[config.mk]
export PLATFORM = sky130hd
export DESIGN_NAME = bb3_scan
export DESIGN_NICKNAME = d
export VERILOG_FILES = /design/src/design/bb3_pkg.sv /design/src/design/bb3_scan.sv
export SDC_FILE = /design/constraint.sdc
export NUM_CORES = 1
export LEC_CHECK = 0
export ABC_CLOCK_PERIOD_IN_PS = 6000
export BUFFER_PORTS_ARGS = -buffer_cell sky130_fd_sc_hd__buf_2
export CORE_UTILIZATION = 55
export DETAILED_ROUTE_END_ITERATION = 8
export GPL_ROUTABILITY_DRIVEN = 0
export PLACE_DENSITY = 0.82
export SYNTH_ARGS = -nofsm -noshare
export SYNTH_HDL_FRONTEND = slang
export SYNTH_SLANG_ARGS = --single-unit
export TNS_END_PERCENT = 5
[constraint.sdc]
create_clock -name i_clk -period 6 [get_ports i_clk]
set_clock_uncertainty 0.1 [all_clocks]
set_input_delay 0.3 -clock i_clk [delete_from_list [all_inputs] [get_ports i_clk]]
set_output_delay 0.3 -clock i_clk [all_outputs]
set_load 0.02 [all_outputs]
[src/design/bb3_pkg.sv]
// shared types, constants and helper functions of the 3x3 box blur
// no dependencies; imported by every module of the block but bb3_ram
`default_nettype none

package bb3_pkg;

    // configuration port
    localparam int CFG_IDX_W    = 2;
    localparam int CFG_DATA_W   = 13;
    localparam int WIDTH_CFG_W  = 12;
    localparam int HEIGHT_CFG_W = 13;

    localparam logic [CFG_IDX_W-1:0] REG_IMAGE_WIDTH  = 2'd0;
    localparam logic [CFG_IDX_W-1:0] REG_IMAGE_HEIGHT = 2'd1;

    localparam int WIDTH_RESET  = 640;
    localparam logic [HEIGHT_CFG_W-1:0] HEIGHT_RESET = 13'd480;
    localparam logic [HEIGHT_CFG_W-1:0] HEIGHT_LIMIT = 13'd4096;

    localparam int DEF_MAX_WIDTH = 2048;

    // pixel and arithmetic widths
    localparam int CH_W    = 8;
    localparam int PIX_W   = 3 * CH_W;
    localparam int SUM_W   = 12;              // 9 * 255 fits
    localparam int CNT_W   = 4;               // up to 9 neighbors
    localparam int NUM_W   = SUM_W + 1;       // 2*sum + count
    localparam int RECIP_W = 20;
    localparam int RECIP_SHIFT = 20;
    localparam int PROD_W  = NUM_W + RECIP_W;

    // input item
    typedef struct packed {
        logic [CH_W-1:0] red_in;
        logic [CH_W-1:0] green_in;
        logic [CH_W-1:0] blue_in;
        logic            is_padding;
    } t_pix_in;

    // result item
    typedef struct packed {
        logic [CH_W-1:0] red_out;
        logic [CH_W-1:0] green_out;
        logic [CH_W-1:0] blue_out;
        logic            last_of_frame;
    } t_pix_out;

    // per-item position flags, made when the item enters
    typedef struct packed {
        logic emit;       // item completes a result
        logic last;       // result belongs to the frame's final pixel
        logic top_off;    // row above the center lies outside the frame
        logic bot_off;    // row below the center lies outside the frame
        logic left_off;   // column left of the center lies outside
        logic right_off;  // column right of the center lies outside
    } t_pos_flags;

    // one column of the neighborhood after the line store
    typedef struct packed {
        logic [PIX_W-1:0] above2;
        logic [PIX_W-1:0] above1;
        logic [PIX_W-1:0] pix;
        t_pos_flags       flags;
    } t_col_item;

    // masked sums of one neighborhood
    typedef struct packed {
        logic [SUM_W-1:0] sum_r;
        logic [SUM_W-1:0] sum_g;
        logic [SUM_W-1:0] sum_b;
        logic [CNT_W-1:0] count;
        logic             last;
    } t_sum_item;

    // ceil(2^RECIP_SHIFT / (2*count)) for every count a neighborhood can have
    function automatic logic [RECIP_W-1:0] bb3_recip(input logic [CNT_W-1:0] count);
        logic [RECIP_W-1:0] m;
        unique case (count)
            4'd1:    m = 20'd524288;
            4'd2:    m = 20'd262144;
            4'd3:    m = 20'd174763;
            4'd4:    m = 20'd131072;
            4'd6:    m = 20'd87382;
            4'd9:    m = 20'd58255;
            default: m = '0;
        endcase
        return m;
    endfunction

endpackage

`default_nettype wire

[src/design/bb3_scan.sv]
// frame geometry registers and raster position counters of the box blur
// depends on bb3_pkg; gives the line store address and position flags of each item
`default_nettype none

module bb3_scan
    import bb3_pkg::*;
#(
    parameter int MAX_WIDTH = DEF_MAX_WIDTH
) (
    input  wire logic                         i_clk,
    input  wire logic                         i_rst_n,
    input  wire logic                         i_cfg_we,
    input  wire logic [CFG_IDX_W-1:0]         i_cfg_idx,
    input  wire logic [CFG_DATA_W-1:0]        i_cfg_data,
    input  wire logic                         i_adv,
    output logic      [$clog2(MAX_WIDTH)-1:0] o_addr,
    output t_pos_flags                        o_flags
);

    localparam int AW = $clog2(MAX_WIDTH);
    localparam int WW = $clog2(MAX_WIDTH + 1);
    localparam int W_RESET_EFF = (WIDTH_RESET > MAX_WIDTH) ? MAX_WIDTH : WIDTH_RESET;

    logic [WW-1:0]           r_w, n_w;
    logic [HEIGHT_CFG_W-1:0] r_h, n_h;
    logic [AW-1:0]           r_col, n_col;
    logic [HEIGHT_CFG_W-1:0] r_row, n_row;

    logic [WIDTH_CFG_W-1:0]  w_raw;
    logic [HEIGHT_CFG_W-1:0] h_raw;
    logic [WW-1:0]           w_clamp;
    logic [HEIGHT_CFG_W-1:0] h_clamp;
    logic [WW-1:0]           col_ext;
    logic [WW-1:0]           col_p1;
    logic [HEIGHT_CFG_W-1:0] h_p1;
    logic                    col_nz;

    // clamp written geometry to the supported range
    always_comb begin
        w_raw = i_cfg_data[WIDTH_CFG_W-1:0];
        h_raw = i_cfg_data[HEIGHT_CFG_W-1:0];
        if (w_raw == '0) begin
            w_clamp = WW'(1);
        end else if (32'(w_raw) > MAX_WIDTH) begin
            w_clamp = WW'(MAX_WIDTH);
        end else begin
            w_clamp = WW'(w_raw);
        end
        if (h_raw == '0) begin
            h_clamp = HEIGHT_CFG_W'(1);
        end else if (h_raw > HEIGHT_LIMIT) begin
            h_clamp = HEIGHT_LIMIT;
        end else begin
            h_clamp = h_raw;
        end
    end

    // position helpers
    assign col_nz  = (r_col != '0);
    assign col_ext = WW'(r_col);
    assign col_p1  = col_ext + WW'(1);
    assign h_p1    = r_h + HEIGHT_CFG_W'(1);

    // flags of the item at the current position; the center of its result
    // sits one row up and one column left (wrapping to the row before)
    always_comb begin
        o_flags.last      = (r_row == h_p1);
        o_flags.emit      = !((r_row == '0) || ((r_row == HEIGHT_CFG_W'(1)) && !col_nz));
        o_flags.top_off   = col_nz ? (r_row == HEIGHT_CFG_W'(1)) : (r_row == HEIGHT_CFG_W'(2));
        o_flags.bot_off   = col_nz ? (r_row >= r_h) : (r_row >= h_p1);
        o_flags.left_off  = col_nz ? (r_col == AW'(1)) : (r_w == WW'(1));
        o_flags.right_off = !col_nz;
    end

    assign o_addr = r_col;

    // geometry writes restart the frame, accepted items advance it
    always_comb begin
        n_w   = r_w;
        n_h   = r_h;
        n_col = r_col;
        n_row = r_row;
        if (i_cfg_we) begin
            if (i_cfg_idx == REG_IMAGE_WIDTH) begin
                n_w   = w_clamp;
                n_col = '0;
                n_row = '0;
            end else if (i_cfg_idx == REG_IMAGE_HEIGHT) begin
                n_h   = h_clamp;
                n_col = '0;
                n_row = '0;
            end
        end else if (i_adv) begin
            if (o_flags.last) begin
                n_col = '0;
                n_row = '0;
            end else if (col_p1 == r_w) begin
                n_col = '0;
                n_row = r_row + HEIGHT_CFG_W'(1);
            end else begin
                n_col = r_col + AW'(1);
            end
        end
    end

    always_ff @(posedge i_clk) begin
        if (!i_rst_n) begin
            r_w   <= WW'(W_RESET_EFF);
            r_h   <= HEIGHT_RESET;
            r_col <= '0;
            r_row <= '0;
        end else begin
            r_w   <= n_w;
            r_h   <= n_h;
            r_col <= n_col;
            r_row <= n_row;
        end
    end

`ifndef ASSERT_OFF
    a_col_in_row: assert property (@(posedge i_clk) disable iff (!i_rst_n)
        col_ext < r_w)
        else $error("column position beyond frame width");

    a_row_in_frame: assert property (@(posedge i_clk) disable iff (!i_rst_n)
        (r_row <= h_p1) && ((r_row != h_p1) || !col_nz))
        else $error("row position beyond drain position");

    a_frame_wrap: assert property (@(posedge i_clk) disable iff (!i_rst_n)
        (i_adv && !i_cfg_we && o_flags.last) |=> (r_row == '0) && (r_col == '0))
        else $error("frame count did not wrap after the last drain item");
`endif

endmodule

`default_nettype wire

**Yosys cells after proc, flatten, opt, wreduce, memory -nomap -nowiden**

Index checks and enable logic that the tools add are counted.

- Bits in registers: 49
- Input bits: 19
- Output and inout bits: 17
- Logic and storage cells: 55

- $add $sub $neg: 4
- Order comparisons: 4
- Equality and inequality tests: 8
- Mux-type cells: 19
- Bitwise gates (word level): 1
- Reduce and logical (&&, ||, !) cells: 15

Operators by type and width:

| operator | number |
|---|---|
| 13-bit two-way mux | 8 |
| 11-bit two-way mux | 6 |
| 13-bit by 1-bit adder with 13-bit output, second input constant | 2 |
| 13-bit greater-or-equal comparator | 2 |
| 13-bit zero test | 2 |
| 12-bit two-way mux | 2 |
| 13-bit by 1-bit == test with 1-bit output, second input constant | 1 |
| 13-bit == test | 1 |
| 13-bit by 2-bit == test with 1-bit output, second input constant | 1 |
| 13-bit > comparator, second input constant | 1 |
| 11-bit by 1-bit adder with 12-bit output, second input constant | 1 |
| 12-bit by 1-bit == test with 1-bit output, second input constant | 1 |
| 12-bit == test | 1 |
| 12-bit > comparator, second input constant | 1 |
| 12-bit zero test | 1 |
| 11-bit by 1-bit adder with 11-bit output, second input constant | 1 |
| 11-bit by 1-bit == test with 1-bit output, second input constant | 1 |
| 11-bit nonzero test | 1 |
| 3-bit AND reduction | 2 |
| 2-bit AND reduction | 2 |
| 1-bit two-way mux | 3 |
| 3-bit by 1-bit inequality test with 1-bit output, second input constant | 1 |
| 3-bit nonzero test | 1 |
| 2-bit by 1-bit == test with 1-bit output, second input constant | 1 |
| 6 further kinds | 7 |

**Depth between registers and ports, before layout**

Gate-level depths: netlist of the first run.

- Word-level depth: 6
- Gate-level depth with buffers: 14
- Depth with buffers taken out: 14

**Worst setup path before layout of the first run**

Ideal clock, no wire load.

- Kind: register to register
- From: reg r_h[2]
- To: reg r_row[11]
- Library setup time: 0.127 ns
- Arrival: 3.565 ns
- Required time: 5.773 ns
- Path slack: 2.209 ns
- Stages on the path, launching flop included: 14
- Path buffers: 0
- Cell sequence: dfxtp_1 > inv_1 > nor2_1 > nand4_1 > nor2_1 > nand4_1 > xnor2_1 > ha_1 > nand4_1 > nor4_1 > nor3_1 > or2_2 > o311a_1 > o21bai_1

RTL lines:

| element | line | RTL |
|---|---|---|
| from (decl) | bb3_scan.sv:25 | `logic [HEIGHT_CFG_W-1:0] r_h, n_h;` |
| from (signal assigned) | bb3_scan.sv:114 | `r_h <= n_h;` |
| to (signal assigned) | bb3_scan.sv:116 | `r_row <= n_row;` |
| to (decl) | bb3_scan.sv:27 | `logic [HEIGHT_CFG_W-1:0] r_row, n_row;` |

==> summary.md, run 1 <==
| Metric | Value |
|---|---|
| Worst hold path class | `in2reg` |
| Fill cell count | `564` |
| Slowest stage delay, CP | `~0.84 ns` |
| Postcts setup bufs | `0` |
| CTS buffer count | `5` |
| Total Routing Usage GR | `0.2740` |
| Max Clk Rate | `about 0.25 GHz` |
| Hold-fix buffers, CTS | `0` |
| Tcrit/Tclk final | `0.6682` |
| # DRC | `0` |
| Die H | `82.89 um` |
| Post-DP HPWL | `7.020 mm` |
| Later-pin clock latency in the skew report | `0.32 ns` |
| Worst-margin pin slew | `0.9334 ns` |
| Critical Path RT | `5.60 ns` |
| CP Capture Point | `o_flags[2]` |
| Top cells by area, synth | `dfxtp_1 (27%), ha_1 (11%), nor2_1 (5.0%)` |
| Worst r2r path cells | `13` |
| RSZ-0062 raised after global routing | `no` |
| Die area | `0.006870 sq mm` |
| Final non-filler cell total | `560` |
| Max-slew violations | `0` |
| First-pass GRT wire length | `15.55 mm` |
| Top Ports | `36` |
| Hold path startpoint | `i_cfg_data[5]` |
| Final #Nets | `534` |
| Max-Cap Viols | `0` |
| Setup_tns | `0 ns` |
| Total congestion overflow | `0` |
| Vias | `approximately 3600` |
| Reg2Reg Setup Slack | `2.21 ns` |
| DR iter-0 viols | `353` |
| Layout cells sized above 1 | `0.1180` |
| Primary FF master, synth | `dfxtp_1` |
| Worst slew margin | `0.3720` |
| Hold Violations, Final | `0` |
| R2r startpoint | `r_h[2]` |
| Sequential-to-total area share from yosys stat | `0.2726` |
| EDFF count, synth | `0` |
| CTS max path bufs | `2` |
| # H-tree levels | `2` |
| Netlist cell types | `61` |
| RR Endpoint | `r_row[11]` |
| Post-route ant nets | `0` |
| VDD IR max | `120.9 uV` |
| Yosys top cell by area | `dfxtp_1` |
| Inserted Diodes | `0` |
| Clock transition at path regs | `0.10 ns` |
| Area growth syn-to-layout | `7.476%` |
| IO Port Bufs | `35` |
| Synthesized instance count | `462` |
| Setup violations, final | `0` |
| Placed cells | `about 550` |
| Rows | `29` |
| Root Driver | `clkbuf_8` |
| Worst-path maximum fanout | `7` |
| Worst setup path startpoint | `r_h[2]` |
| Die X | `around 83 um` |
| Cell Pwr Density | `about 160 mW/mm^2` |
| Kind of end point of the critical path | `output port` |
| DR pass1 iterations | `5` |
| Area occupied by multi-input gates | `0.002405 sq mm` |
| Initial antenna violation count | `0` |
| Routed len/inst | `16.34 um` |
| Vias per inst | `between 6 and 7` |
| Yosys warnings | `0` |
| WP data arrival | `3.61 ns` |
| Total power draw | `0.0006298 W` |
| Largest net degree at the start of global routing | `29` |
| Sink Count | `49` |
| Initial Util | `0.5667` |
| Placed cell area | `0.003770 sq mm` |
| Leak | `~1.6 nW` |
| Reg area | `980.9 sq um` |
| CTS tree | `done` |
| CTS resizes | `0` |
| Worst-path cell chain | `inv_1, nor2_1, nand4_1, nor2_1, nand4_1, xnor2_1, ha_1, nand4_1, nor4_1, nor2_1, o211ai_1, nor2_1, a22oi_1, buf_2` |
| Critical Path Most Common Cell | `nor2_1` |
| Vias in the first global route | `3317` |
| Post-synth top area share | `0.2726` |
| Net count after synthesis | `514` |
| Seq cells post-synth | `49` |
| Core area | `0.006350 sq mm` |
| Status | `finished, final reports clean` |
| Final design area excluding fillers | `0.003867 sq mm` |
| Final min period | `between 4 and 5 ns` |
| Routed WL | `9.148 mm` |
| Syn Std Cell Area | `0.003598 sq mm` |
| Startpoint Class | `flop` |
| Setup CP Type | `reg2out` |
| Syn Area/Cell | `roughly 7.8 sq um` |
| Fraction of registers with async set/reset | `0` |
| Crit path max-delay cell type | `nor4_1` |
power by group:
part	switching (W)	total, W	internal, W
sequential	0.00000906	0.000340	0.000331
clock	0.000127	0.000214	0.0000874
combinational	0.0000482	0.0000759	0.0000277
synth_stat cells (all sizes together), types with 4 or more instances:
library cell / instances
nor4: 13
o311ai: 7
a31oi: 11
nor3: 11
a221o: 5
inv: 27
nor2b: 5
nor2: 48
mux2i: 4
xor2: 9
clkbuf: 12
a22oi: 13
or2: 7
nand2: 35
nor3b: 5
nand3: 29
a21o: 4
a21oi: 27
o31ai: 4
o211ai: 4
nand4: 18
ha: 33
nand2b: 8
buf: 11
xnor2: 16
or4: 5
dfxtp: 49
o21ai: 12
worst min path at each step:
stage	to	slack, ns	depth (start not counted)
global route	r_w[7]	0.14	2
floorplan	r_h[5]	0.34	1
CTS	r_h[8]	0.14	2
global placement	r_h[3]	0.40	2
detailed placement	r_h[5]	0.41	1
finish	r_h[5]	0.15	2
through the flow:
step | setup WS (ns) | utilization | hold slack, ns
4_1_cts | 1.983 | 0.6091 | 0.1434
6_report | 1.991 | 0.6091 | 0.1469
2_1_floorplan | 2.209 | - | 0.3387
3_5_place_dp | 2.299 | 0.5937 | 0.4103
3_3_place_gp | 2.534 | 0.5937 | 0.3975
5_1_grt | 1.712 | 0.6091 | 0.1416
per-layer routing:
layer | up-vias | track usage | wire, um
met5 | - | 0 | 0
met4 | 0 | 0.1097 | 240
met3 | 28 | 0.05169 | 638
met2 | 134 | 0.4367 | 4296
met1 | 1672 | 0.3650 | 3972
li1 | 1739 | - | -
worst max-delay path: cells and delay by family (launching register included):
kind / cells / cell delay, ns
AO/OA/AOI/OAI: 2 / 0.33
XOR/XNOR: 1 / 0.16
adder cells (fa/ha/maj): 1 / 0.28
buffers and inverters: 2 / 0.27
flip-flops: 1 / 0.40
AND/OR/NAND/NOR: 8 / 1.86
registers in the layout (all words and copies together) (netlist names):
signal,count
r_h,13
r_row,13
r_w,12
o_addr,11
area by class of cell:
| cell class | instances | share of cell area |
|---|---|---|
| inverter | 28 | 0.02718 |
| sequential | 49 | 0.2536 |
| clock inverter | 3 | 0.007441 |
| timing repair buffer | 36 | 0.04723 |
| clock buffer | 5 | 0.01779 |
| tap | 77 | 0.02491 |
| multi-input combinational | 362 | 0.6218 |
kinds of logic (layout without fill, tap and decap cells):
family / Yosys count / in the layout / share of synthesized area
xor gates and xnor gates: 25 / 25 / 0.06085
and+or+nand+nor: 194 / 194 / 0.2782
AOI/OAI and AO/OA: 105 / 105 / 0.2006
DFF: 49 / 49 / 0.2726
adders and majority gates: 34 / 34 / 0.1175
buffers and inverters: 51 / 72 / 0.05911
muxes: 4 / 4 / 0.01113
cells in the final DEF (no fill, tap or decap), types with 2 or more instances in the layout:
cell,count
a22oi_1,13
o21bai_1,3
o311ai_0,2
o211ai_1,4
and3_1,3
nand2b_1,8
or3_1,2
xnor2_1,16
xor2_1,9
nor2_1,48
a21oi_1,26
dfxtp_1,49
nor2b_1,5
ha_1,33
o311ai_1,5
or2_2,5
nand4_1,17
a21o_1,4
clkbuf_8,5
a221o_1,5
nor3_1,10
buf_2,35
a31oi_1,11
nand2_1,35
inv_1,27
o31ai_1,4
or4_1,4
nor3b_1,5
nor4_1,13
nand3_1,28
o31a_1,2
mux2i_1,4
o21a_1,3
a211o_1,2
o21ai_0,11
(Power assumes the default switching activity.)
==> run 2: changes to the inputs <==
ABC_AREA = 1   (was unset)
ABC_CLOCK_PERIOD_IN_PS = 4200   (was 6000)
clock period = 4.2 ns   (was 6 ns; I/O delays follow)
==> summary.md, run 2 <==
| Metric | Value |
|---|---|
| Status | `finished with violations (was finished, final reports clean)` |
| Violated checks | `design-rule violations` |
| Worst hold path class | `in2reg (unchanged)` |
| Routed len/inst | `14.57 um (was 16.34 um)` |
| Max-slew violations | `0 (unchanged)` |
| Area growth syn-to-layout | `8.562% (was 7.476%)` |
| Yosys warnings | `0 (unchanged)` |
| Tcrit/Tclk final | `0.8743` |
| Worst slew margin | `0.2338 (was 0.3720)` |
| Reg2Reg Setup Slack | `0.53 ns (was 2.21 ns)` |
| Die X | `84.48 um (was 82.89 um)` |
| Yosys top cell by area | `dfxtp_1 (unchanged)` |
| Critical Path Most Common Cell | `nand2_1 (was nor2_1)` |
| Initial Util | `0.5792 (was 0.5667)` |
| Fraction of registers with async set/reset | `0 (unchanged)` |
| Setup_tns | `0 ns (unchanged)` |
| Hold Violations, Final | `0 (unchanged)` |
| Internal power | `0.0007220 W (was 0.0004458 W)` |
| Vias per inst | `5.844 (was 6.380)` |
| Reg area | `980.9 sq um (unchanged)` |
| Die area | `0.007136 sq mm (was 0.006870 sq mm)` |
| Worst r2r path cells | `18 (was 13)` |
| Post-route ant nets | `0 (unchanged)` |
| CTS tree | `done (unchanged)` |
| First-pass GRT wire length | `16.35 mm (was 15.55 mm)` |
| Clock transition at path regs | `0.10 ns (about the same)` |
| CTS max path bufs | `2 (unchanged)` |
| Leak | `1.730 nW (was 1.575 nW)` |
| Fill cell count | `608 (was 564)` |
| Final design area excluding fillers | `0.004061 sq mm (was 0.003867 sq mm)` |
| Cell Pwr Density | `253.2 mW/mm^2 (was 162.8 mW/mm^2)` |
| Seq cells post-synth | `49 (unchanged)` |
| Inserted Diodes | `0 (unchanged)` |
| # DRC | `4 (was 0)` |
| Worst-margin pin slew | `1.148 ns (was 0.9334 ns)` |
| Final #Nets | `654 (was 534)` |
| Largest regs | `r_h (13), r_row (13), r_w (12) (unchanged)` |
| Kind of end point of the critical path | `flop (was output port)` |
| Sequential power share | `0.487 (was 0.540)` |
| Primary FF master, synth | `dfxtp_1 (unchanged)` |
| Total Routing Usage GR | `0.2804 (was 0.2740)` |
| Layout cells sized above 1 | `0.1012 (was 0.1180)` |
| Core area | `0.006459 sq mm (was 0.006350 sq mm)` |
| DR pass1 iterations | `7 (was 5)` |
| RSZ-0062 raised after global routing | `no (unchanged)` |
| Setup violations, final | `0 (unchanged)` |
| Slowest stage delay, CP | `0.39 ns (was 0.84 ns)` |
| Post-synth top area share | `0.2622 (was 0.2726)` |
| Sequential-to-total area share from yosys stat | `0.2622 (was 0.2726)` |
| Sw Ratio | `0.2980 (was 0.2921)` |
| Max Clk Rate | `0.2723 GHz` |
| Hold EP | `r_w[1] (was r_h[5])` |
| Placed cell area | `0.003944 sq mm (was 0.003770 sq mm)` |
| Critical Path RT | `4.25 ns (was 5.60 ns)` |
| Place WS | `0.4171 ns (was 2.299 ns)` |
| Net count after synthesis | `627 (was 514)` |
| Top cells by area, synth | `dfxtp_1 (26%), nand2_1 (15%), ha_1 (11%) (was dfxtp_1 (27%), ha_1 (11%), nor2_1 (5.0%))` |
| Crit path max-delay cell type | `dfxtp_1 (was nor4_1)` |
| Top Ports | `36 (unchanged)` |
| EDFF count, synth | `0 (unchanged)` |
| Commonest cells after routing, fill and taps aside | `nand2_1 (145), inv_1 (63), nand3_1 (56), a21oi_1 (56) (was dfxtp_1 (49), nor2_1 (48), nand2_1 (35), buf_2 (35), ha_1 (33))` |
| # H-tree levels | `2 (unchanged)` |
| Startpoint Class | `flop (unchanged)` |
| Die H | `84.48 um (was 82.89 um)` |
| Hold path startpoint | `i_cfg_data[1] (was i_cfg_data[5])` |
| Syn Std Cell Area | `0.003741 sq mm (was 0.003598 sq mm)` |
| Setup CP Type | `reg2reg (was reg2out)` |
| Postcts setup bufs | `0 (unchanged)` |
| DR iter-0 viols | `256 (was 353)` |
| Root Driver | `clkbuf_8 (unchanged)` |
| Worst-path cell chain | `inv_1, nor3_1, inv_1, nor3_1, and3_1, nand2_1, nor3_1, xor2_1, ha_1, nand2_1, nor2_1, nand4_1, nor4_2, nor2_1, nand2_4, nand2_1, nand2_1, a21oi_2 (was inv_1, nor2_1, nand4_1, nor2_1, nand4_1, xnor2_1, ha_1, nand4_1, nor4_1, nor2_1, o211ai_1, nor2_1, a22oi_1, buf_2)` |
| Worst-path maximum fanout | `21 (was 7)` |
| IO Port Bufs | `35 (unchanged)` |
| Total congestion overflow | `0 (unchanged)` |
| Most common cell in the synthesized netlist | `nand2_1 (was dfxtp_1)` |
| WHS Path Cells | `3 (was 2)` |
| Syn Area/Cell | `6.506 sq um (was 7.789 sq um)` |
| Largest net degree at the start of global routing | `34 (was 29)` |
| Later-pin clock latency in the skew report | `0.31 ns (was 0.32 ns)` |
| R2r startpoint | `r_h[0] (was r_h[2])` |
| Sw Pwr | `0.0003065 W (was 0.0001840 W)` |
| Rows | `29 (unchanged)` |
| Hold slack final | `0.06339 ns (was 0.1469 ns)` |
| Max-Cap Viols | `0 (unchanged)` |
| Commonest cells in the netlist | `nand2_1 (145), inv_1 (63), a21oi_1 (56), nand3_1 (56) (was dfxtp_1 (49), nor2_1 (48), nand2_1 (35))` |
| Final min period | `approximately 3.7 ns` |
| VDD IR max | `144.9 uV (was 120.9 uV)` |
| Initial antenna violation count | `0 (unchanged)` |
| Final WS setup | `0.5281 ns (was 1.991 ns)` |
| Netlist cell types | `34 (was 61)` |
| Util after Layout | `0.6288 (was 0.6091)` |
| CTS buffer count | `5 (unchanged)` |
| Vias in the first global route | `3538 (was 3317)` |
| Routed WL | `9.910 mm (was 9.148 mm)` |
| Area occupied by multi-input gates | `0.002442 sq mm (was 0.002405 sq mm)` |
| Synthesized instance count | `575 (was 462)` |
| RR Endpoint | `r_row[12] (was r_row[11])` |
| Post-DP HPWL | `7.430 mm (was 7.020 mm)` |
| Commonest non-fill, non-tap cell in the layout | `nand2_1 (was dfxtp_1)` |
| Clk network pwr share | `0.334 (was 0.340)` |
| Vias | `3974 (was 3573)` |
| WP data arrival | `3.72 ns (was 3.61 ns)` |
| Sink Count | `49 (unchanged)` |
| Combinational Power Share | `0.178 (was 0.121)` |
[run 2: through the flow]
step	power [W]	std cells
2_1_floorplan	0.0006352	575
3_3_place_gp	0.0006838	672
3_5_place_dp	0.0006891	672
4_1_cts	0.001028	680
5_1_grt	0.001074	680
6_report	0.001029	680
[run 2: repair_timing]
action | in CTS | in global routing
resized for setup | 0 | 1
hold buffers | 0 | 0
setup endpoints to repair | 0 | 1
[run 2: how the worst max path moves through the flow]
stage / startpoint / end / depth (start not counted)
3_3_place_gp: r_h[0] / r_row[12] / 18
2_1_floorplan: r_h[0] / r_row[7] / 19
4_1_cts: r_h[0] / r_row[12] / 18
6_report: r_h[0] / r_row[12] / 18
5_1_grt: r_h[0] / r_row[8] / 19
3_5_place_dp: r_h[0] / r_row[12] / 18
[run 2: worst max-delay path, delay by kind of cell, from the launching register on]
kind	cells	cell delay, ns
DFF	1	0.39
and+or+nand+nor	13	2.41
adders and majority gates	1	0.30
AOI/OAI and AO/OA	1	0.05
xor gates and xnor gates	1	0.11
buffers and inverters	2	0.15
[run 2: metal layers]
layer  GRT usage  part of all wire  vias to the layer above  wire length, um
met3     0.03540             0.071                       28              705
met1      0.3620              0.43                     1791             4278
met5           0                 0                        -                0
li1            -                 -                     1983                -
met4      0.1125             0.031                        0              310
met2      0.4769              0.47                      172             4615
[run 2: final cells by class]
cell class	count	share of cell area
clock buffer	6	0.01787
timing repair buffer	37	0.04683
multi-input combinational	445	0.6014
tap	77	0.02372
clock inverter	2	0.009550
inverter	64	0.05915
sequential	49	0.2415
[run 2: power by group through the flow]
stage,Sequential [W],Clock [W],Combinational (W)
after floorplan,0.000505,0,0.000131
after global placement,0.000510,0,0.000174
after detailed placement,0.000511,0,0.000178
after CTS,0.000500,0.000347,0.000180
after global routing,0.000503,0.000367,0.000204
final,0.000501,0.000344,0.000184
[run 2: kinds of logic after synthesis]
logic type | after synthesis | share of synthesized area
fa+ha+maj | 33 | 0.1104
flops | 49 | 0.2622
buf+inv | 81 | 0.08662
compound gates | 84 | 0.1237
xor+xnor | 14 | 0.03278
simple gates | 314 | 0.3843
==> run 3: changes to the inputs <==
CAP_MARGIN = 5   (was unset)
CORE_UTILIZATION = 60   (was 55)
PLACE_DENSITY = 0.88   (was 0.82)
==> summary.md, run 3 (synthesized netlist as in run 2, its figures left out) <==
| Metric | Value |
|---|---|
| DR pass1 iterations | `6 (was 7)` |
| Area growth syn-to-layout | `8.696% (was 8.562%)` |
| Crit path max-delay cell type | `dfxtp_1 (unchanged)` |
| Root Driver | `clkbuf_8 (unchanged)` |
| DR iter-0 viols | `264 (was 256)` |
| Setup violations, final | `0 (unchanged)` |
| Routed len/inst | `15.21 um (was 14.57 um)` |
| Max-slew violations | `0 (unchanged)` |
| CTS tree | `done (unchanged)` |
| Status | `finished, final reports clean (was finished with violations)` |
| Worst-path maximum fanout | `21 (unchanged)` |
| Worst slew margin | `0.2386 (was 0.2338)` |
| Kind of end point of the critical path | `flop (unchanged)` |
| # H-tree levels | `2 (unchanged)` |
| Max Clk Rate | `0.2646 GHz (was 0.2723 GHz)` |
| Final min period | `3.780 ns (was 3.672 ns)` |
| Post-DP HPWL | `7.662 mm (was 7.430 mm)` |
| Critical Path Most Common Cell | `nand2_1 (unchanged)` |
| Setup_tns | `0 ns (unchanged)` |
| Initial antenna violation count | `0 (unchanged)` |
| IO Port Bufs | `35 (unchanged)` |
| WP data arrival | `3.84 ns (was 3.72 ns)` |
| Worst-path cell chain | `inv_1, nor3_1, inv_1, nor3_1, and3_1, nand2_1, nor3_1, xor2_1, ha_1, nand2_1, nor2_1, nand4_1, nor4_2, nor2_1, nand2_4, nand2_1, nand2_1, a21oi_2 (unchanged)` |
| Total Routing Usage GR | `0.3303 (was 0.2804)` |
| Placed cell area | `0.003949 sq mm (was 0.003944 sq mm)` |
| Die H | `80.96 um (was 84.48 um)` |
| Rows | `28 (was 29)` |
| Clock transition at path regs | `0.10 ns (about the same)` |
| Hold Violations, Final | `0 (unchanged)` |
| Commonest cells after routing, fill and taps aside | `nand2_1 (145), inv_1 (63), nand3_1 (56), a21oi_1 (56) (unchanged)` |
| Total congestion overflow | `0 (unchanged)` |
| Sink Count | `49 (unchanged)` |
| Max-Cap Viols | `0 (unchanged)` |
| Startpoint Class | `flop (unchanged)` |
| CTS buffer count | `5 (unchanged)` |
| Die area | `0.006555 sq mm (was 0.007136 sq mm)` |
| Commonest non-fill, non-tap cell in the layout | `nand2_1 (unchanged)` |
| CTS max path bufs | `2 (unchanged)` |
| Die X | `80.96 um (was 84.48 um)` |
| Core area | `0.005956 sq mm (was 0.006459 sq mm)` |
| Slowest stage delay, CP | `0.39 ns (about the same)` |
| Tcrit/Tclk final | `0.8999 (was 0.8743)` |
| Hold-fix buffers, CTS | `0 (unchanged)` |
| Vias | `4129 (was 3974)` |
| Critical Path RT | `4.26 ns (was 4.25 ns)` |
| Top Ports | `36 (unchanged)` |
| Inserted Diodes | `0 (unchanged)` |
| # DRC | `0 (was 4)` |
| Initial Util | `0.6282 (was 0.5792)` |
| Fill cell count | `530 (was 608)` |
| Cell Pwr Density | `255.3 mW/mm^2 (was 253.2 mW/mm^2)` |
| Later-pin clock latency in the skew report | `0.31 ns (about the same)` |
| Final WS setup | `0.4203 ns (was 0.5281 ns)` |
| Leak | `1.735 nW (was 1.730 nW)` |
| Largest net degree at the start of global routing | `34 (unchanged)` |
| RSZ-0062 raised after global routing | `no (unchanged)` |
| Routed WL | `10.33 mm (was 9.910 mm)` |
| Place WS | `0.5742 ns (was 0.4171 ns)` |
| Vias per inst | `6.081 (was 5.844)` |
| Largest regs | `r_h (13), r_row (13), r_w (12) (unchanged)` |
| Reg area | `980.9 sq um (unchanged)` |
| Setup CP Type | `reg2reg (unchanged)` |
| Hold slack final | `0.05208 ns (was 0.06339 ns)` |
| Final design area excluding fillers | `0.004066 sq mm (was 0.004061 sq mm)` |
| Area occupied by multi-input gates | `0.002442 sq mm (unchanged)` |
| Reg2Reg Setup Slack | `0.42 ns (was 0.53 ns)` |
| First-pass GRT wire length | `16.70 mm (was 16.35 mm)` |
| Layout cells sized above 1 | `0.1026 (was 0.1012)` |
| Postcts setup bufs | `0 (unchanged)` |
| Util after Layout | `0.6828 (was 0.6288)` |
| Worst hold path class | `in2reg (unchanged)` |
| Final #Nets | `655 (was 654)` |
| Worst-margin pin slew | `1.141 ns (was 1.148 ns)` |
| Post-route ant nets | `0 (unchanged)` |
| VDD IR max | `152.3 uV (was 144.9 uV)` |
| Vias in the first global route | `3735 (was 3538)` |
[run 3: changes by cell type in the layout (fill, tap and decap cells not counted)]
cell,before,now
buf_4,2,3
[run 3: metrics by stage]
stage,std cells,power (W)
global route,679,0.001073
floorplan,575,0.0006352
CTS,679,0.001036
finish,679,0.001038
detailed placement,671,0.0006894
global placement,671,0.0006839
[run 3: area by class of cell]
type / instances / share of cell area
multi-input cells: 445 / 0.6006
flip-flops and latches: 49 / 0.2412
inverters: 64 / 0.05908
repair buffers: 38 / 0.04862
well taps: 75 / 0.02308
clock buffers: 6 / 0.01785
clock inverters: 2 / 0.009538
[run 3: power by group]
part / internal [W] / switching [W]
logic: 0.0000656 / 0.000120
registers: 0.000479 / 0.0000229
clock network: 0.000179 / 0.000172
total: 0.000723 / 0.000315
[run 3: timing repair]
action                                  4_1_cts  5_1_grt
gates resized for setup                       0        1
endpoints found under the setup margin        0        3
endpoints found under the hold margin         0        0
[run 3: critical path, delay by kind of cell (launching register included)]
family | cells | cell delay (ns)
flops | 1 | 0.39
compound gates | 1 | 0.05
fa+ha+maj | 1 | 0.31
simple gates | 13 | 2.48
xor+xnor | 1 | 0.14
buf+inv | 2 | 0.15
[run 3: metal layers]
metal / up-vias / GRT usage / share of wire
li1: 1985 / - / -
met2: 205 / 0.5891 / 0.48
met4: 0 / 0.1429 / 0.028
met1: 1902 / 0.3784 / 0.41
met5: - / 0 / 0
met3: 37 / 0.06854 / 0.083
[run 3: path summary, 6_finish.rpt]
path	cells after the start	from	end
worst max register to register	18	r_h[0]	r_row[12]
worst max-delay path	18	r_h[0]	r_row[12]
worst min-delay path	3	i_cfg_data[9]	r_w[9]
worst min register to register	2	r_h[3]	r_h[3]
